===== config.mk =====
export PLATFORM = sky130hd
export DESIGN_NAME = contiguous_block_allocator
export DESIGN_NICKNAME = d
export VERILOG_FILES = /design/src/rtl/cba_pkg.sv /design/src/rtl/contiguous_block_allocator.sv
export SDC_FILE = /design/constraint.sdc
export NUM_CORES = 1
export LEC_CHECK = 0
export BUFFER_PORTS_ARGS = -buffer_cell sky130_fd_sc_hd__buf_2
export CAP_MARGIN = 0
export CORE_UTILIZATION = 30
export DETAILED_ROUTE_END_ITERATION = 12
export GPL_ROUTABILITY_DRIVEN = 0
export PLACE_DENSITY = 0.54
export SLEW_MARGIN = 25
export SYNTH_ARGS = -nofsm -noshare
export SYNTH_HDL_FRONTEND = slang
export SYNTH_SLANG_ARGS = --single-unit

===== constraint.sdc =====
create_clock -name clk_i -period 7.77 [get_ports clk_i]
set_input_delay 1.1655 -clock clk_i [delete_from_list [all_inputs] [get_ports clk_i]]
set_output_delay 1.1655 -clock clk_i [all_outputs]
set_load 0.005 [all_outputs]

===== src/rtl/cba_pkg.sv =====
`timescale 1ns / 1ps

package cba_pkg;

  // Built size of the disk and of the file directory.
  localparam int unsigned BLOCKS      = 32;
  localparam int unsigned DIR_ENTRIES = 16;

  // Field widths of the request and response items.
  localparam int unsigned ID_W     = 16;
  localparam int unsigned START_W  = 5;
  localparam int unsigned LEN_W    = 6;
  localparam int unsigned FREE_W   = 6;
  localparam int unsigned DISK_W   = 6;
  localparam int unsigned STATUS_W = 2;

  localparam logic [DISK_W-1:0] DISK_RESET = 6'd32;

  // Derived widths.
  localparam int unsigned CNT_W     = $clog2(BLOCKS + 1);
  localparam int unsigned IDX_W     = (BLOCKS > 1) ? $clog2(BLOCKS) : 1;
  localparam int unsigned FC_W      = $clog2(DIR_ENTRIES + 1);
  localparam int unsigned DIR_IDX_W = (DIR_ENTRIES > 1) ? $clog2(DIR_ENTRIES) : 1;
  localparam int unsigned CMP_W     = ((CNT_W > LEN_W) ? CNT_W : LEN_W) + 1;

  // The free counter walks the map four blocks per cycle.
  localparam int unsigned LANES  = 4;
  localparam int unsigned LANE_W = 2;
  localparam int unsigned STEPS  = (BLOCKS + LANES - 1) / LANES;
  localparam int unsigned STEP_W = (STEPS > 1) ? $clog2(STEPS) : 1;

  localparam logic KIND_DELETE = 1'b1;

  typedef enum logic [STATUS_W-1:0] {
    ST_OK        = 2'd0,
    ST_NO_SPACE  = 2'd1,
    ST_DIR_FULL  = 2'd2,
    ST_NOT_FOUND = 2'd3
  } status_e;

  typedef struct packed {
    logic [ID_W-1:0]    id;
    logic [START_W-1:0] start;
    logic [LEN_W-1:0]   len;
  } dir_entry_t;

  typedef enum logic [3:0] {
    S_IDLE,
    S_SCAN,
    S_MARK,
    S_FIND_RD,
    S_FIND_CMP,
    S_FREE,
    S_SH_RD,
    S_SH_WR,
    S_COUNT,
    S_RESP
  } state_e;

endpackage


===== src/rtl/contiguous_block_allocator.sv =====
`timescale 1ns / 1ps

// Channel    Direction  Handshake             Payload
// request    in         start high, busy low  kind_i, file_id_i, block_count_i
// response   out        done_o, one cycle     status_o, base_block_o, run_length_o,
//                                             free_blocks_o
// config     in         cfg_we_i              cfg_data_i (disk_blocks)
//
// A create scans the map one block at a time for a first free run, marks the run and
// writes its entry, counts the free blocks four at a time, then responds; a full
// directory or a zero count skips the scan. A delete reads and compares each entry to
// find the id, frees its run, moves later entries down, then counts and responds.
// Reset clears the free map, the file count and the state; disk_blocks returns to 32.
// busy stays high from the accepted item until the cycle after done_o.
// The receiver cannot stall: each result is shown for exactly one cycle.

module contiguous_block_allocator (
  input  logic                          clk_i,
  input  logic                          rst_ni,
  input  logic                          start,
  output logic                          busy,
  input  logic                          kind_i,
  input  logic [cba_pkg::ID_W-1:0]      file_id_i,
  input  logic [cba_pkg::LEN_W-1:0]     block_count_i,
  output logic                          done_o,
  output logic [cba_pkg::STATUS_W-1:0]  status_o,
  output logic [cba_pkg::START_W-1:0]   base_block_o,
  output logic [cba_pkg::LEN_W-1:0]     run_length_o,
  output logic [cba_pkg::FREE_W-1:0]    free_blocks_o,
  input  logic                          cfg_we_i,
  input  logic [cba_pkg::DISK_W-1:0]    cfg_data_i
);

  cba_pkg::state_e state_q, state_d;

  // Control state, set by reset: map and file count clear, disk_blocks returns to 32.
  logic [cba_pkg::DISK_W-1:0] disk_q;
  logic [cba_pkg::BLOCKS-1:0] map_q;
  logic [cba_pkg::FC_W-1:0]   fc_q;

  // Request and working registers.
  logic [cba_pkg::ID_W-1:0]      id_q;
  logic [cba_pkg::LEN_W-1:0]     req_q;
  logic [cba_pkg::CNT_W-1:0]     scan_q;
  logic [cba_pkg::CNT_W-1:0]     run_q;
  logic [cba_pkg::START_W-1:0]   run_start_q;
  logic [cba_pkg::LEN_W-1:0]     run_len_q;
  cba_pkg::status_e              status_q;
  logic [cba_pkg::FC_W-1:0]      dir_idx_q;
  logic [cba_pkg::STEP_W-1:0]    step_q;
  logic [cba_pkg::CNT_W-1:0]     free_q;

  // Directory memory with a registered read port.
  cba_pkg::dir_entry_t           dir_mem [cba_pkg::DIR_ENTRIES];
  cba_pkg::dir_entry_t           rd_q;
  logic                          mem_we;
  logic [cba_pkg::DIR_IDX_W-1:0] mem_waddr;
  logic [cba_pkg::DIR_IDX_W-1:0] mem_raddr;
  cba_pkg::dir_entry_t           mem_wdata;

  logic                                      accept;
  logic [cba_pkg::CNT_W-1:0]                 n_used;
  logic                                      scan_end;
  logic                                      scan_bit;
  logic [cba_pkg::CNT_W-1:0]                 run_inc;
  logic                                      hit;
  logic [cba_pkg::BLOCKS-1:0]                run_mask;
  logic [cba_pkg::FC_W-1:0]                  dir_next;
  logic                                      id_match;
  logic [cba_pkg::STEPS*cba_pkg::LANES-1:0]  map_pad;
  logic [cba_pkg::LANE_W:0]                  cnt_add;
  logic                                      count_last;

  assign accept = start && (state_q == cba_pkg::S_IDLE);

  // Blocks in use: disk_blocks saturated at the built size.
  assign n_used = (disk_q > cba_pkg::DISK_W'(cba_pkg::BLOCKS)) ?
                  cba_pkg::CNT_W'(cba_pkg::BLOCKS) : cba_pkg::CNT_W'(disk_q);

  // First-fit scan: one block per cycle, tracking the current free run.
  assign scan_end = (scan_q >= n_used);
  assign scan_bit = map_q[scan_q[cba_pkg::IDX_W-1:0]];
  assign run_inc  = run_q + 1'b1;
  assign hit      = !scan_bit &&
                    (cba_pkg::CMP_W'(run_inc) >= cba_pkg::CMP_W'(req_q));

  // The run held in run_start_q/run_len_q as a mask, used both to mark an
  // allocation and to free a deleted file.
  always_comb begin
    for (int j = 0; j < cba_pkg::BLOCKS; j++) begin
      run_mask[j] = (j >= int'(run_start_q)) &&
                    (j < int'(run_start_q) + int'(run_len_q));
    end
  end

  assign dir_next = dir_idx_q + 1'b1;
  assign id_match = (rd_q.id == id_q);

  // Free counter: four blocks of the map per cycle, only below n_used.
  assign map_pad = (cba_pkg::STEPS * cba_pkg::LANES)'(map_q);

  always_comb begin
    cnt_add = '0;
    for (int b = 0; b < cba_pkg::LANES; b++) begin
      if ((int'(step_q) * cba_pkg::LANES + b < int'(n_used)) &&
          !map_pad[{step_q, cba_pkg::LANE_W'(b)}]) begin
        cnt_add = cnt_add + 1'b1;
      end
    end
  end

  assign count_last = (step_q == cba_pkg::STEP_W'(cba_pkg::STEPS - 1));

  // Next state.
  always_comb begin
    state_d = state_q;
    case (state_q)
      cba_pkg::S_IDLE: begin
        if (accept) begin
          if (kind_i == cba_pkg::KIND_DELETE) begin
            state_d = cba_pkg::S_FIND_RD;
          end else if (fc_q >= cba_pkg::FC_W'(cba_pkg::DIR_ENTRIES)) begin
            state_d = cba_pkg::S_COUNT;
          end else if (block_count_i == '0) begin
            state_d = cba_pkg::S_COUNT;
          end else begin
            state_d = cba_pkg::S_SCAN;
          end
        end
      end
      cba_pkg::S_SCAN: begin
        if (scan_end) begin
          state_d = cba_pkg::S_COUNT;
        end else if (hit) begin
          state_d = cba_pkg::S_MARK;
        end
      end
      cba_pkg::S_MARK: begin
        state_d = cba_pkg::S_COUNT;
      end
      cba_pkg::S_FIND_RD: begin
        if (dir_idx_q >= fc_q) begin
          state_d = cba_pkg::S_COUNT;
        end else begin
          state_d = cba_pkg::S_FIND_CMP;
        end
      end
      cba_pkg::S_FIND_CMP: begin
        if (id_match) begin
          state_d = cba_pkg::S_FREE;
        end else begin
          state_d = cba_pkg::S_FIND_RD;
        end
      end
      cba_pkg::S_FREE: begin
        state_d = cba_pkg::S_SH_RD;
      end
      cba_pkg::S_SH_RD: begin
        if (dir_next < fc_q) begin
          state_d = cba_pkg::S_SH_WR;
        end else begin
          state_d = cba_pkg::S_COUNT;
        end
      end
      cba_pkg::S_SH_WR: begin
        state_d = cba_pkg::S_SH_RD;
      end
      cba_pkg::S_COUNT: begin
        if (count_last) begin
          state_d = cba_pkg::S_RESP;
        end
      end
      cba_pkg::S_RESP: begin
        state_d = cba_pkg::S_IDLE;
      end
      default: begin
        state_d = cba_pkg::S_IDLE;
      end
    endcase
  end

  // Outputs and memory control decoded from the state.
  always_comb begin
    busy      = (state_q != cba_pkg::S_IDLE);
    done_o    = 1'b0;
    mem_we    = 1'b0;
    mem_waddr = fc_q[cba_pkg::DIR_IDX_W-1:0];
    mem_wdata = '{id: id_q, start: run_start_q, len: req_q};
    mem_raddr = dir_idx_q[cba_pkg::DIR_IDX_W-1:0];
    case (state_q)
      cba_pkg::S_MARK: begin
        mem_we = 1'b1;
      end
      cba_pkg::S_SH_RD: begin
        mem_raddr = dir_next[cba_pkg::DIR_IDX_W-1:0];
      end
      cba_pkg::S_SH_WR: begin
        mem_we    = 1'b1;
        mem_waddr = dir_idx_q[cba_pkg::DIR_IDX_W-1:0];
        mem_wdata = rd_q;
      end
      cba_pkg::S_RESP: begin
        done_o = 1'b1;
      end
      default: begin
      end
    endcase
  end

  assign status_o      = status_q;
  assign base_block_o  = run_start_q;
  assign run_length_o  = run_len_q;
  assign free_blocks_o = cba_pkg::FREE_W'(free_q);

  always_ff @(posedge clk_i or negedge rst_ni) begin
    if (!rst_ni) begin
      state_q <= cba_pkg::S_IDLE;
      disk_q  <= cba_pkg::DISK_RESET;
      map_q   <= '0;
      fc_q    <= '0;
    end else begin
      state_q <= state_d;
      if (cfg_we_i) begin
        disk_q <= cfg_data_i;
      end
      if (state_q == cba_pkg::S_MARK) begin
        map_q <= map_q | run_mask;
        fc_q  <= fc_q + 1'b1;
      end
      if (state_q == cba_pkg::S_FREE) begin
        map_q <= map_q & ~run_mask;
      end
      if ((state_q == cba_pkg::S_SH_RD) && !(dir_next < fc_q)) begin
        fc_q <= fc_q - 1'b1;
      end
    end
  end

  always_ff @(posedge clk_i) begin
    case (state_q)
      cba_pkg::S_IDLE: begin
        if (accept) begin
          id_q        <= file_id_i;
          req_q       <= block_count_i;
          scan_q      <= '0;
          run_q       <= '0;
          dir_idx_q   <= '0;
          step_q      <= '0;
          free_q      <= '0;
          run_start_q <= '0;
          run_len_q   <= '0;
          // Start from the failure code; success overwrites it.
          if (kind_i == cba_pkg::KIND_DELETE) begin
            status_q <= cba_pkg::ST_NOT_FOUND;
          end else if (fc_q >= cba_pkg::FC_W'(cba_pkg::DIR_ENTRIES)) begin
            status_q <= cba_pkg::ST_DIR_FULL;
          end else begin
            status_q <= cba_pkg::ST_NO_SPACE;
          end
        end
      end
      cba_pkg::S_SCAN: begin
        if (!scan_end) begin
          scan_q <= scan_q + 1'b1;
          if (scan_bit) begin
            run_q <= '0;
          end else begin
            if (run_q == '0) begin
              run_start_q <= cba_pkg::START_W'(scan_q);
            end
            run_q <= run_inc;
            if (hit) begin
              status_q  <= cba_pkg::ST_OK;
              run_len_q <= req_q;
            end
          end
        end else begin
          // No run was long enough, so a partial run start must not be reported.
          run_start_q <= '0;
        end
      end
      cba_pkg::S_FIND_CMP: begin
        if (id_match) begin
          run_start_q <= rd_q.start;
          run_len_q   <= rd_q.len;
          status_q    <= cba_pkg::ST_OK;
        end else begin
          dir_idx_q <= dir_next;
        end
      end
      cba_pkg::S_SH_WR: begin
        dir_idx_q <= dir_next;
      end
      cba_pkg::S_COUNT: begin
        free_q <= free_q + cba_pkg::CNT_W'(cnt_add);
        step_q <= step_q + 1'b1;
      end
      default: begin
      end
    endcase
  end

  always_ff @(posedge clk_i) begin
    if (mem_we) begin
      dir_mem[mem_waddr] <= mem_wdata;
    end
    rd_q <= dir_mem[mem_raddr];
  end

endmodule


==> results of run 1 <==
## logic make-up (layout without fill, tap and decap cells)
logic type,Yosys count,count (layout),synth area share (%)
and+or+nand+nor,386,386,7.54
muxes,198,198,12.1
DFF,567,567,66.4
buffers and inverters,124,230,2.16
xor gates and xnor gates,44,44,1.58
adders and majority gates,49,49,2.55
AOI/OAI and AO/OA,269,269,7.69
## registers in the layout, summed over array words and instances, names as in the netlist, 6 cells and up, named ones only
register	flops
disk_q	6
run_q	6
free_blocks_o	6
run_length_o	6
id_q	16
req_q	6
dir_mem	432
scan_q	6
rd_q	27
## worst max path at each step
stage	slack (ns)	cells after the start	startpoint	end
after floorplan	3.91	13	step_q[0]	free_blocks_o[3]
after global placement	3.55	12	step_q[0]	free_blocks_o[3]
after detailed placement	3.51	12	step_q[0]	free_blocks_o[3]
after CTS	3.49	12	step_q[0]	free_blocks_o[3]
after global routing	3.25	12	step_q[0]	free_blocks_o[3]
final	3.52	12	step_q[0]	free_blocks_o[3]
## final cells by class
type	count	area (um2)	share of cell area, %
clock buffers	70	1450	5.11
multi-input cells	946	8030	28.2
repair buffers	95	608	2.14
well taps	1070	1340	4.71
flip-flops and latches	567	16500	58.1
inverters	33	124	0.436
clock inverters	32	354	1.25
## routing by layer
| layer | GRT usage, % | vias to the layer above | part of all wire [%] |
|---|---|---|---|
| met1 | 21.1 | 7580 | 45 |
| met4 | 3.81 | 0 | 1.8 |
| met3 | 2.58 | 82 | 5.8 |
| met2 | 24.7 | 468 | 47 |
| li1 | - | 6576 | - |
| met5 | 0 | - | 0 |
## worst max-delay path: cells and delay by family (launching register included)
family / cells / cell delay, ns
AOI/OAI and AO/OA: 3 / 0.77
muxes: 2 / 0.84
DFF: 1 / 0.74
and+or+nand+nor: 2 / 0.33
xor gates and xnor gates: 2 / 0.43
adders and majority gates: 3 / 0.88
## cell usage after synthesis, drive strengths merged (4+ instances only)
library cell	number
a31oi	10
xnor2	31
mux4	76
inv	32
dfrtp	46
or3	8
and3	6
edfxtp	493
nor2	68
and2	10
a221oi	6
a21o	10
dfxtp	27
ha	46
a211oi	7
nand2	132
xor2	13
nor3	19
nand2b	13
o221ai	8
a2111oi	25
mux2i	58
mux2	64
a21oi	36
or2	4
nand4	16
buf	34
a22o	7
nand3	49
nor2b	41
a311oi	25
a22oi	33
clkbuf	57
nor4	5
a32oi	13
o211ai	10
o22ai	14
o21ai	48
## where the power goes
| group | leakage (nW) | internal [W] | total [W] | switching, W |
|---|---|---|---|---|
| Sequential | 5.21 | 0.00387 | 0.00423 | 0.000356 |
| Combinational | 3.35 | 0.00116 | 0.00304 | 0.00189 |
| Clock | 0.886 | 0.00153 | 0.00270 | 0.00117 |
## placed cells by master (no fill, tap or decap), drive strengths merged, types with 6 or more instances in the layout
cell type	n
a22oi	33
a22o	7
a221oi	6
nand2b	13
mux4	76
mux2i	58
a311oi	25
a31oi	10
nand4	16
a2111oi	25
nor2b	41
edfxtp	493
nand2	132
o211ai	10
bufinv	6
ha	46
inv	35
and3	6
buf	95
a21oi	36
dfrtp	46
clkinv	23
o22ai	14
dfxtp	27
o21ai	48
clkbuf	70
nand3	49
o221ai	8
a21o	10
and2	10
mux2	64
nor3	19
nor2	68
or3	8
xor2	13
xnor2	31
a32oi	13
a211oi	7
## through the flow
stage | utilization [%] | setup slack (ns)
after global routing | 34.6 | 3.25
final | 34.6 | 3.52
after floorplan | - | 3.91
after CTS | 34.6 | 3.49
after global placement | 32.4 | 3.55
after detailed placement | 32.4 | 3.51
==> summary.md, run 1 <==
| Metric | Value |
|---|---|
| Total GRT Usage | 15.2% |
| Hold WS | 0.543 ns |
| Starting density of the core | 30.3% |
| Crit-path cells | mux4_2 -> or2_2 -> a221oi_1 -> ha_1 -> xor2_1 -> ha_1 -> mux2_2 -> ha_1 -> a21o_1 -> a21oi_1 -> xor2_1 -> nor2_1 |
| Post-CTS sizing | 0 |
| Max-Cap Viols | 0 |
| Seq cells post-synth | 567 |
| FP Rows | 105 |
| Clock sink count | 567 |
| Worst hold path type | flop to flop |
| Avg Inst Size Synth | 15.2 um2 |
| Initial DRC Count | 1131 |
| # setup viols final | 0 |
| # diodes | 0 |
| Worst Reg2Reg Path Length in Cells | 12 |
| Share of layout cells above drive strength 1 | 20.0% |
| DR vias | 14700 |
| Fill count | 7765 |
| Htree depth | 2 |
| Fin crit share | 54.8% |
| Hold Path Depth | 1 |
| Post-synth top area cell | edfxtp_1 |
| Fin area | 0.0284 mm2 |
| Port Buffers | 53 |
| CP dominant cell by count | ha_1 |
| Post-synth top area share | 59.5% |
| Hold Crit Start | disk_q[3] |
| CTS root buf | clkbuf_16 |
| Min cycle time layout | 4.25 ns |
| Status | complete, no violations |
| Worst-skew pair later-pin latency | 0.63 ns |
| Crit-path max cell delay | 0.74 ns |
| Maximum VDD drop | 0.000150 V |
| Cell variety after synth | 72 |
| TritonCTS clock tree | yes |
| Die width | 290 um |
| Leakage power | 9.44 nW |
| # IOs | 54 |
| Area grow syn2layout | 14.2% |
| Fmax | 0.235 GHz |
| Global-route wire length before repair | 96200 um |
| Placed cell count | 2709 |
| Post-Place Cell Area | 0.0266 mm2 |
| WL per Instance | 22.9 um |
| Clock buffer depth | 3 |
| Syn Inst Count | 1637 |
| Worst reg2reg path endpoint | free_blocks_o[3] |
| Drt drc | 0 |
| Reg2reg setup slack | 3.52 ns |
| Reg-to-Reg Start | step_q[0] |
| CP required | 8.12 ns |
| Worst Path Max Fanout | 12 |
| Clock Pin Slew Worst Setup and Hold Paths | 0.06 ns |
| Synth area leaders | edfxtp_1 (59%), mux4_2 (6.9%), dfrtp_1 (4.6%) |
| Drt first pass iters | 5 |
| Initial antenna violation count | 0 |
| Async set-reset flop share out of synthesis | 8.29% |
| Syn_nets | 1719 |
| Largest net degree at the start of global routing | 62 |
| Hold EP | disk_q[3] |
| Post-CTS Hold Fix Bufs | 0 |
| Final setup TNS | 0 ns |
| Num CTS Buffers | 55 |
| Final std cells w/o fill | 2813 |
| RSZ-0062 raised after global routing | no |
| Vias in the first global route | 14700 |
| Predominant post-synthesis flop cell | edfxtp_1 |
| Vias per cell | 5.23 |
| Overflow after GRT | 0 |
| Die ar. | 0.0842 mm2 |
| Rel. slew slack | 28.1% |
| Sequential share of the synthesized area | 66.4% |
| Crit path kind | flop to flop |
| Antenna viol nets, final | 0 |
| Syn. warnings | 0 |
| Power Dens Cells | 351 mW/mm2 |
| Post-CTS setup buffers | 0 |
| Worst slew pin tran | 1.06 ns |
| Final Skew | 0.0271 ns |
| Final wirelength | 64500 um |
| Critical path endpoint category | flop |
| PnR Total Power | 0.00997 W |
| EDFF count, synth | 493 |
| Pins Over Slew Limit | 0 |
| CORE AREA | 0.0821 mm2 |
| Arrival time at the worst endpoint | 4.60 ns |
| Post-synthesis cell area | 0.0249 mm2 |
| Post-detail-place hpwl | 37700 um |
| Die Ht | 290 um |
| Fin. Hold Viols | 0 |
| Startpoint Class | flop |
| Nets | 1780 |
| CP max-delay cell | edfxtp_1 |
(Power assumes the default switching activity.)
==> run 2, diff against run 1 <==
- clock period: 7.77 -> 4.3 ns (I/O delays scaled with it)
==> run 2 against run 1 <==
  * Critical endpoint unchanged
  * Final cell count increased by 0.92%
  * Wire length is 1.1% lower
  * Core utilization grew 0.55 points
  * Via count increased by 0.37%
  * Flip-flop and latch count did not move
  * First-iteration DRC count up 7.8%
==> summary.md, run 2 (synthesis gave the netlist of run 1 again) <==
| Metric | Value |
|---|---|
| Most common cell after layout, fill and taps aside | edfxtp_1 (unchanged) |
| CP required | 4.65 ns (was 8.12 ns) |
| DR vias | 14800 (was 14700) |
| Overflow after GRT | 0 (unchanged) |
| RSZ-0062 raised after global routing | no (unchanged) |
| Crit-path max cell delay | 0.54 ns (was 0.74 ns) |
| Crit-path cells | clkinv_1 -> nand2_1 -> ha_1 -> a21o_1 -> a21oi_1 -> nor2_1 -> a221oi_2 -> ha_1 -> xor2_1 -> ha_1 -> mux2_2 -> ha_1 -> a21o_1 -> a21oi_2 -> xor2_1 -> nor2_1 (was mux4_2 -> or2_2 -> a221oi_1 -> ha_1 -> xor2_1 -> ha_1 -> mux2_2 -> ha_1 -> a21o_1 -> a21oi_1 -> xor2_1 -> nor2_1) |
| Largest net degree at the start of global routing | 56 (was 62) |
| Startpoint Class | flop (unchanged) |
| Max FFs per register | 432 (unchanged) |
| Initial DRC Count | 1219 (was 1131) |
| Clock share of power | 28.3% (was 27.1%) |
| Drt drc | 0 (unchanged) |
| Drt first pass iters | 5 (unchanged) |
| TritonCTS clock tree | yes (unchanged) |
| CP dominant cell by count | ha_1 (unchanged) |
| Min cycle time layout | 3.99 ns (was 4.25 ns) |
| Worst hold path type | primary input to asynchronous set/reset pin (was flop to flop) |
| Max-Cap Viols | 0 (unchanged) |
| Vias in the first global route | 14900 (was 14700) |
| Switching power | 0.00631 W (was 0.00342 W) |
| Maximum VDD drop | 0.000333 V (was 0.000150 V) |
| Fin crit share | 92.8% (was 54.8%) |
| Clock Pin Slew Worst Setup and Hold Paths | 0.06 ns (about the same) |
| Rel. slew slack | 27.3% (was 28.1%) |
| Initial antenna violation count | 1 (was 0) |
| Register area | 0.0165 mm2 (unchanged) |
| WL per Instance | 22.5 um (was 22.9 um) |
| Largest register by flop count | dir_mem (unchanged) |
| CP max-delay cell | dfstp_2 (was edfxtp_1) |
| Worst-skew pair later-pin latency | 0.65 ns (was 0.63 ns) |
| Global-route wire length before repair | 96800 um (was 96200 um) |
| Arrival time at the worst endpoint | 4.34 ns (was 4.60 ns) |
| Final Skew | 0.0398 ns (was 0.0271 ns) |
| # diodes | 0 (unchanged) |
| Fmax | 0.251 GHz (was 0.235 GHz) |
| Leakage power | 9.66 nW (was 9.44 nW) |
| Clock sink count | 567 (unchanged) |
| CTS root buf | clkbuf_16 (unchanged) |
| Power Dens Cells | 642 mW/mm2 (was 351 mW/mm2) |
| Cell Int Power | 0.0122 W (was 0.00656 W) |
| Multi-input gate area | 0.00805 mm2 (was 0.00803 mm2) |
| Htree depth | 2 (unchanged) |
| Combinational fraction of design power | 30.9% (was 30.5%) |
| Switch share | 34.0% (was 34.3%) |
| Reg power frac | 40.8% (was 42.4%) |
| Vias per cell | 5.20 (was 5.23) |
| Worst path bufs/invs | 1 (was 0) |
| Die ar. | 0.0842 mm2 (unchanged) |
| Fill count | 7762 (was 7765) |
| CORE AREA | 0.0821 mm2 (unchanged) |
| Crit path kind | flop to flop (unchanged) |
| Pins Over Slew Limit | 0 (unchanged) |
| Worst Path Max Fanout | 6 (was 12) |
| Fin area | 0.0289 mm2 (was 0.0284 mm2) |
| Pre-CTS WS | 0.177 ns (was 3.51 ns) |
| Die width | 290 um (unchanged) |
| Fin. Hold Viols | 0 (unchanged) |
| Top delay family on crit path | adder cells (unchanged) |
| # IOs | 54 (unchanged) |
| Critical path endpoint category | flop (unchanged) |
| Share of layout cells above drive strength 1 | 21.7% (was 20.0%) |
| Starting density of the core | 30.3% (unchanged) |
| Largest registers | dir_mem (432), rd_q (27), id_q (16) (unchanged) |
| Worst slew pin tran | 1.09 ns (was 1.06 ns) |
| Total GRT Usage | 15.2% (about the same) |
| Area grow syn2layout | 16.0% (was 14.2%) |
| Post-detail-place hpwl | 39400 um (was 37700 um) |
| FP Rows | 105 (unchanged) |
| Post-Place Cell Area | 0.0268 mm2 (was 0.0266 mm2) |
| Final wirelength | 63800 um (was 64500 um) |
| Post-CTS Hold Fix Bufs | 0 (unchanged) |
| Most frequent cells in the layout | edfxtp_1 (493), nand2_1 (132), mux4_2 (76) (unchanged) |
| Nets | 1801 (was 1780) |
| Antenna viol nets, final | 0 (unchanged) |
| Status | complete, no violations (unchanged) |
| Clock buffer depth | 3 (unchanged) |
| Port Buffers | 53 (unchanged) |
| Num CTS Buffers | 58 (was 55) |
| # setup viols final | 0 (unchanged) |
| Die Ht | 290 um (unchanged) |
| Slack of the critical path | 0.310 ns (was 3.52 ns) |
| Final setup TNS | 0 ns (unchanged) |
-- run 2: changes by cell type in the layout (fill, tap and decap cells not counted), sizes merged --
cell	change
buf	+18
clkbuf	+8
inv	-1
bufinv	+1
-- run 2: stage by stage --
stage | hold WS (ns) | total power [W] | std cells | utilization (%)
final | 0.131 | 0.0186 | 2839 | 35.2
after global routing | 0.144 | 0.0195 | 2839 | 35.2
after CTS | 0.130 | 0.0187 | 2838 | 35.1
after detailed placement | 0.504 | 0.0134 | 2728 | 32.7
after global placement | 0.494 | 0.0132 | 2728 | 32.7
after floorplan | 0.349 | 0.0114 | 1637 | -
-- run 2: per-layer routing --
layer | vias to the layer above | GRT usage, % | share of wire (%)
li1 | 6614 | - | -
met1 | 7624 | 20.6 | 44
met2 | 428 | 24.6 | 48
met4 | 0 | 4.00 | 2.0
met5 | - | 0 | 0
met3 | 95 | 3.05 | 6.2
-- run 2: final cells by class --
class	instances	area share, %
inverters	33	0.429
well taps	1070	4.64
clock buffers	78	5.60
flip-flops and latches	567	57.2
clock inverters	32	1.36
multi-input cells	946	27.9
repair buffers	113	2.89
-- run 2: worst register-to-register path, delay by kind of cell (launching register included) --
kind / cells / cell delay [ns]
adder cells (fa/ha/maj): 4 / 1.14
flip-flops: 1 / 0.54
XOR/XNOR: 2 / 0.41
AND/OR/NAND/NOR: 3 / 0.29
buffers and inverters: 1 / 0.16
AO/OA/AOI/OAI: 5 / 0.90
multiplexers: 1 / 0.28
-- run 2: worst paths after layout --
path	slack [ns]	start	end	depth (start not counted)
setup / recovery	0.31	disk_q[5]	free_blocks_o[3]	16
hold / removal	0.13	rst_ni	asynchronous set/reset pin	2
setup reg to reg	0.31	disk_q[5]	free_blocks_o[3]	16
hold reg to reg	0.51	disk_q[2]	disk_q[2]	1
max in group asynchronous	3.70	rst_ni	fc_q[2]	2
min in group clk_i	0.17	file_id_i[4]	id_q[4]	1
-- run 2: power groups by stage --
stage | clock (W) | sequential (W) | combinational, W
2_1_floorplan | 0 | 0.00742 | 0.00393
3_3_place_gp | 0 | 0.00769 | 0.00554
3_5_place_dp | 0 | 0.00771 | 0.00565
4_1_cts | 0.00537 | 0.00760 | 0.00569
5_1_grt | 0.00559 | 0.00766 | 0.00629
6_report | 0.00525 | 0.00758 | 0.00573
-- run 2: repair_timing --
action / CTS / global route
setup endpoints to repair: 0 / 3
buffers inserted: 0 / 0
resized for setup: 0 / 4
==> run 3, diff against run 2 <==
--- a/config.mk
+++ b/config.mk
@@ -12,3 +12,3 @@
 export GPL_ROUTABILITY_DRIVEN = 0
-export PLACE_DENSITY = 0.54
+export PLACE_DENSITY = 0.56
 export SLEW_MARGIN = 25
==> constraint.sdc (replaced) <==
create_clock -name clk_i -period 3.2 [get_ports clk_i]
set_input_delay 0.16 -clock clk_i [delete_from_list [all_inputs] [get_ports clk_i]]
set_output_delay 0.16 -clock clk_i [all_outputs]
set_load 0.005 [all_outputs]
==> run 3 against run 2 <==
  * The flow now finishes with violations (negative setup slack)
  * Core utilization increased by 1.3 points
  * Power increased by 37%
  * Clock skew increased by 0.011 ns
  * First-iteration DRC count increased by 7.5%
  * Wire length increased by 3.3%
  * Critical path type unchanged
  * Largest cell class unchanged
  * Highest routed layer unchanged
==> summary.md, run 3 (synthesis gave the netlist of run 1 again) <==
| Metric | Value |
|---|---|
| Status | finished with violations (was complete, no violations) |
| Failing checks | negative setup slack |
| Area grow syn2layout | 20.4% (was 16.0%) |
| Htree depth | 2 (unchanged) |
| Switch share | 34.1% (was 34.0%) |
| Core Util, Final | 36.5% (was 35.2%) |
| Clock sink count | 567 (unchanged) |
| FP Rows | 105 (unchanged) |
| Power Dens Cells | 845 mW/mm2 (was 642 mW/mm2) |
| Cell Int Power | 0.0167 W (was 0.0122 W) |
| # diodes | 0 (unchanged) |
| Min cycle time layout | 3.66 ns (was 3.99 ns) |
| # setup viols final | 5 (was 0) |
| Pins Over Slew Limit | 0 (unchanged) |
| Drt first pass iters | 7 (was 5) |
| Most frequent cells in the layout | edfxtp_1 (493), nand2_1 (129), buf_4 (111) (was edfxtp_1 (493), nand2_1 (132), mux4_2 (76)) |
| Max-Cap Viols | 0 (unchanged) |
| Vias per cell | 5.20 (about the same) |
| Fin. Hold Viols | 0 (unchanged) |
| Vias in the first global route | 15400 (was 14900) |
| Die Ht | 290 um (unchanged) |
| Leakage power | 10.1 nW (was 9.66 nW) |
| Drt drc | 0 (unchanged) |
| Placed cell count | 2792 (was 2728) |
| Nets | 1913 (was 1801) |
| Starting density of the core | 30.3% (unchanged) |
| TritonCTS clock tree | yes (unchanged) |
| Clock share of power | 25.3% (was 28.3%) |
| Startpoint Class | flop (unchanged) |
| Antenna viol nets, final | 0 (unchanged) |
| Largest registers | dir_mem (432), rd_q (27), id_q (16) (unchanged) |
| RSZ-0062 raised after global routing | yes (was no) |
| Most common cell after layout, fill and taps aside | edfxtp_1 (unchanged) |
| # IOs | 54 (unchanged) |
| Post-Place Cell Area | 0.0275 mm2 (was 0.0268 mm2) |
| CTS root buf | clkbuf_16 (unchanged) |
| Max FFs per register | 432 (unchanged) |
| Initial DRC Count | 1310 (was 1219) |
| CORE AREA | 0.0821 mm2 (unchanged) |
| Final std cells w/o fill | 2948 (was 2839) |
| DR vias | 15300 (was 14800) |
| Fin area | 0.0300 mm2 (was 0.0289 mm2) |
| Clock buffer depth | 3 (unchanged) |
| Worst-skew pair later-pin latency | 0.64 ns (was 0.65 ns) |
| Worst Path Max Fanout | 4 (was 6) |
| Largest net degree at the start of global routing | 56 (unchanged) |
| Largest register by flop count | dir_mem (unchanged) |
| Final Skew | 0.0512 ns (was 0.0398 ns) |
| Worst slew pin tran | 0.997 ns (was 1.09 ns) |
| Slack of the critical path | -0.463 ns (was 0.310 ns) |
| Crit path kind | flop to flop (unchanged) |
| Die ar. | 0.0842 mm2 (unchanged) |
| Worst hold path type | primary input to asynchronous set/reset pin (unchanged) |
| Clock Pin Slew Worst Setup and Hold Paths | 0.06 ns (about the same) |
| Pre-CTS WS | -0.596 ns (was 0.177 ns) |
| Die width | 290 um (unchanged) |
| Fin crit share | 114% (was 92.8%) |
| Post-detail-place hpwl | 39600 um (was 39400 um) |
| WL per Instance | 22.4 um (was 22.5 um) |
| Combinational fraction of design power | 35.0% (was 30.9%) |
| Arrival time at the worst endpoint | 4.11 ns (was 4.34 ns) |
| Share of layout cells above drive strength 1 | 25.0% (was 21.7%) |
| Num CTS Buffers | 55 (was 58) |
| Reg power frac | 39.7% (was 40.8%) |
| Rel. slew slack | 33.5% (was 27.3%) |
| Total GRT Usage | 15.5% (was 15.2%) |
| Global-route wire length before repair | 98800 um (was 96800 um) |
| Overflow after GRT | 0 (unchanged) |
| Initial antenna violation count | 0 (was 1) |
| Maximum VDD drop | 0.000528 V (was 0.000333 V) |
| Port Buffers | 53 (unchanged) |
| Switching power | 0.00863 W (was 0.00631 W) |
| Final wirelength | 65900 um (was 63800 um) |
| Fill count | 7678 (was 7762) |
| CP required | 3.64 ns (was 4.65 ns) |
| Critical path endpoint category | flop (unchanged) |
| Fmax | 0.273 GHz (was 0.251 GHz) |
[run 3: cell types whose count changed in the layout (fill, tap and decap cells not counted), sizes merged]
cell | before | now
buf | 113 | 190
bufinv | 7 | 2
clkbuf | 78 | 90
clkinv | 23 | 11
dlygate4sd3 | 0 | 38
inv | 34 | 33
[run 3: per-stage QoR]
step	hold slack (ns)	TNS [ns]	total power (W)
3_3_place_gp	0.271	-1.58	0.0184
4_1_cts	0.197	-1.33	0.0252
2_1_floorplan	-0.136	-1.00	0.0154
5_1_grt	0.223	-2.55	0.0266
6_report	0.200	-1.76	0.0253
3_5_place_dp	0.293	-2.30	0.0186
[run 3: power groups by stage]
stage	combinational (W)	sequential, W	clock (W)
floorplan	0.00537	0.00998	0
global placement	0.00821	0.0102	0
detailed placement	0.00839	0.0102	0
CTS	0.00863	0.0101	0.00655
global route	0.00967	0.0101	0.00682
finish	0.00888	0.0101	0.00641
[run 3: final cells by class]
type | instances | area (um2) | share of cell area (%)
Clock inverter | 14 | 179 | 0.597
Timing Repair Buffer | 228 | 1970 | 6.58
Sequential cell | 567 | 16500 | 55.1
Clock buffer | 90 | 1610 | 5.36
Inverter | 33 | 129 | 0.430
Multi-Input combinational cell | 946 | 8240 | 27.5
Tap cell | 1070 | 1340 | 4.46
[run 3: path summary, 6_finish.rpt]
kind | cells after the start | end | slack (ns) | from
max | 18 | free_blocks_o[5] | -0.46 | disk_q[5]
min in group clk_i | 2 | id_q[15] | 0.23 | file_id_i[15]
max in group asynchronous | 3 | fc_q[0] | 2.25 | rst_ni
max reg2reg | 18 | free_blocks_o[5] | -0.46 | disk_q[5]
min reg2reg | 2 | run_length_o[2] | 0.54 | rd_q[2]
min | 2 | asynchronous set/reset pin | 0.20 | rst_ni
[run 3: timing repair]
item	4_1_cts	5_1_grt
pin swaps	10	11
gates resized for setup	20	18
endpoints found under the setup margin	5	6
hold buffers	38	0
setup buffers	7	7
endpoints found under the hold margin	64	0
[run 3: worst max-delay path: stages (launching register included)]
cell and delay, ns:
dfstp_2 0.56, clkinv_4 0.08, nand2_4 0.09, ha_4 0.21, a21o_1 0.18, a21oi_2 0.21, nor2_4 0.08, nor2_2 0.09
nand2_1 0.09, buf_4 0.15, ha_2 0.18, mux2i_4 0.18, ha_4 0.23, mux2_4 0.27, ha_4 0.26, a21o_1 0.13
a21oi_2 0.08, or3_1 0.32, a21oi_2 0.13
[run 3: routing by layer]
metal  vias to the layer above  GRT usage (%)  part of all wire, %
met4                         0           3.75                  2.0
li1                       6828              -                    -
met3                        90           2.47                  5.8
met5                         -              0                    0
met2                       472           25.6                   48
met1                      7930           21.3                   44
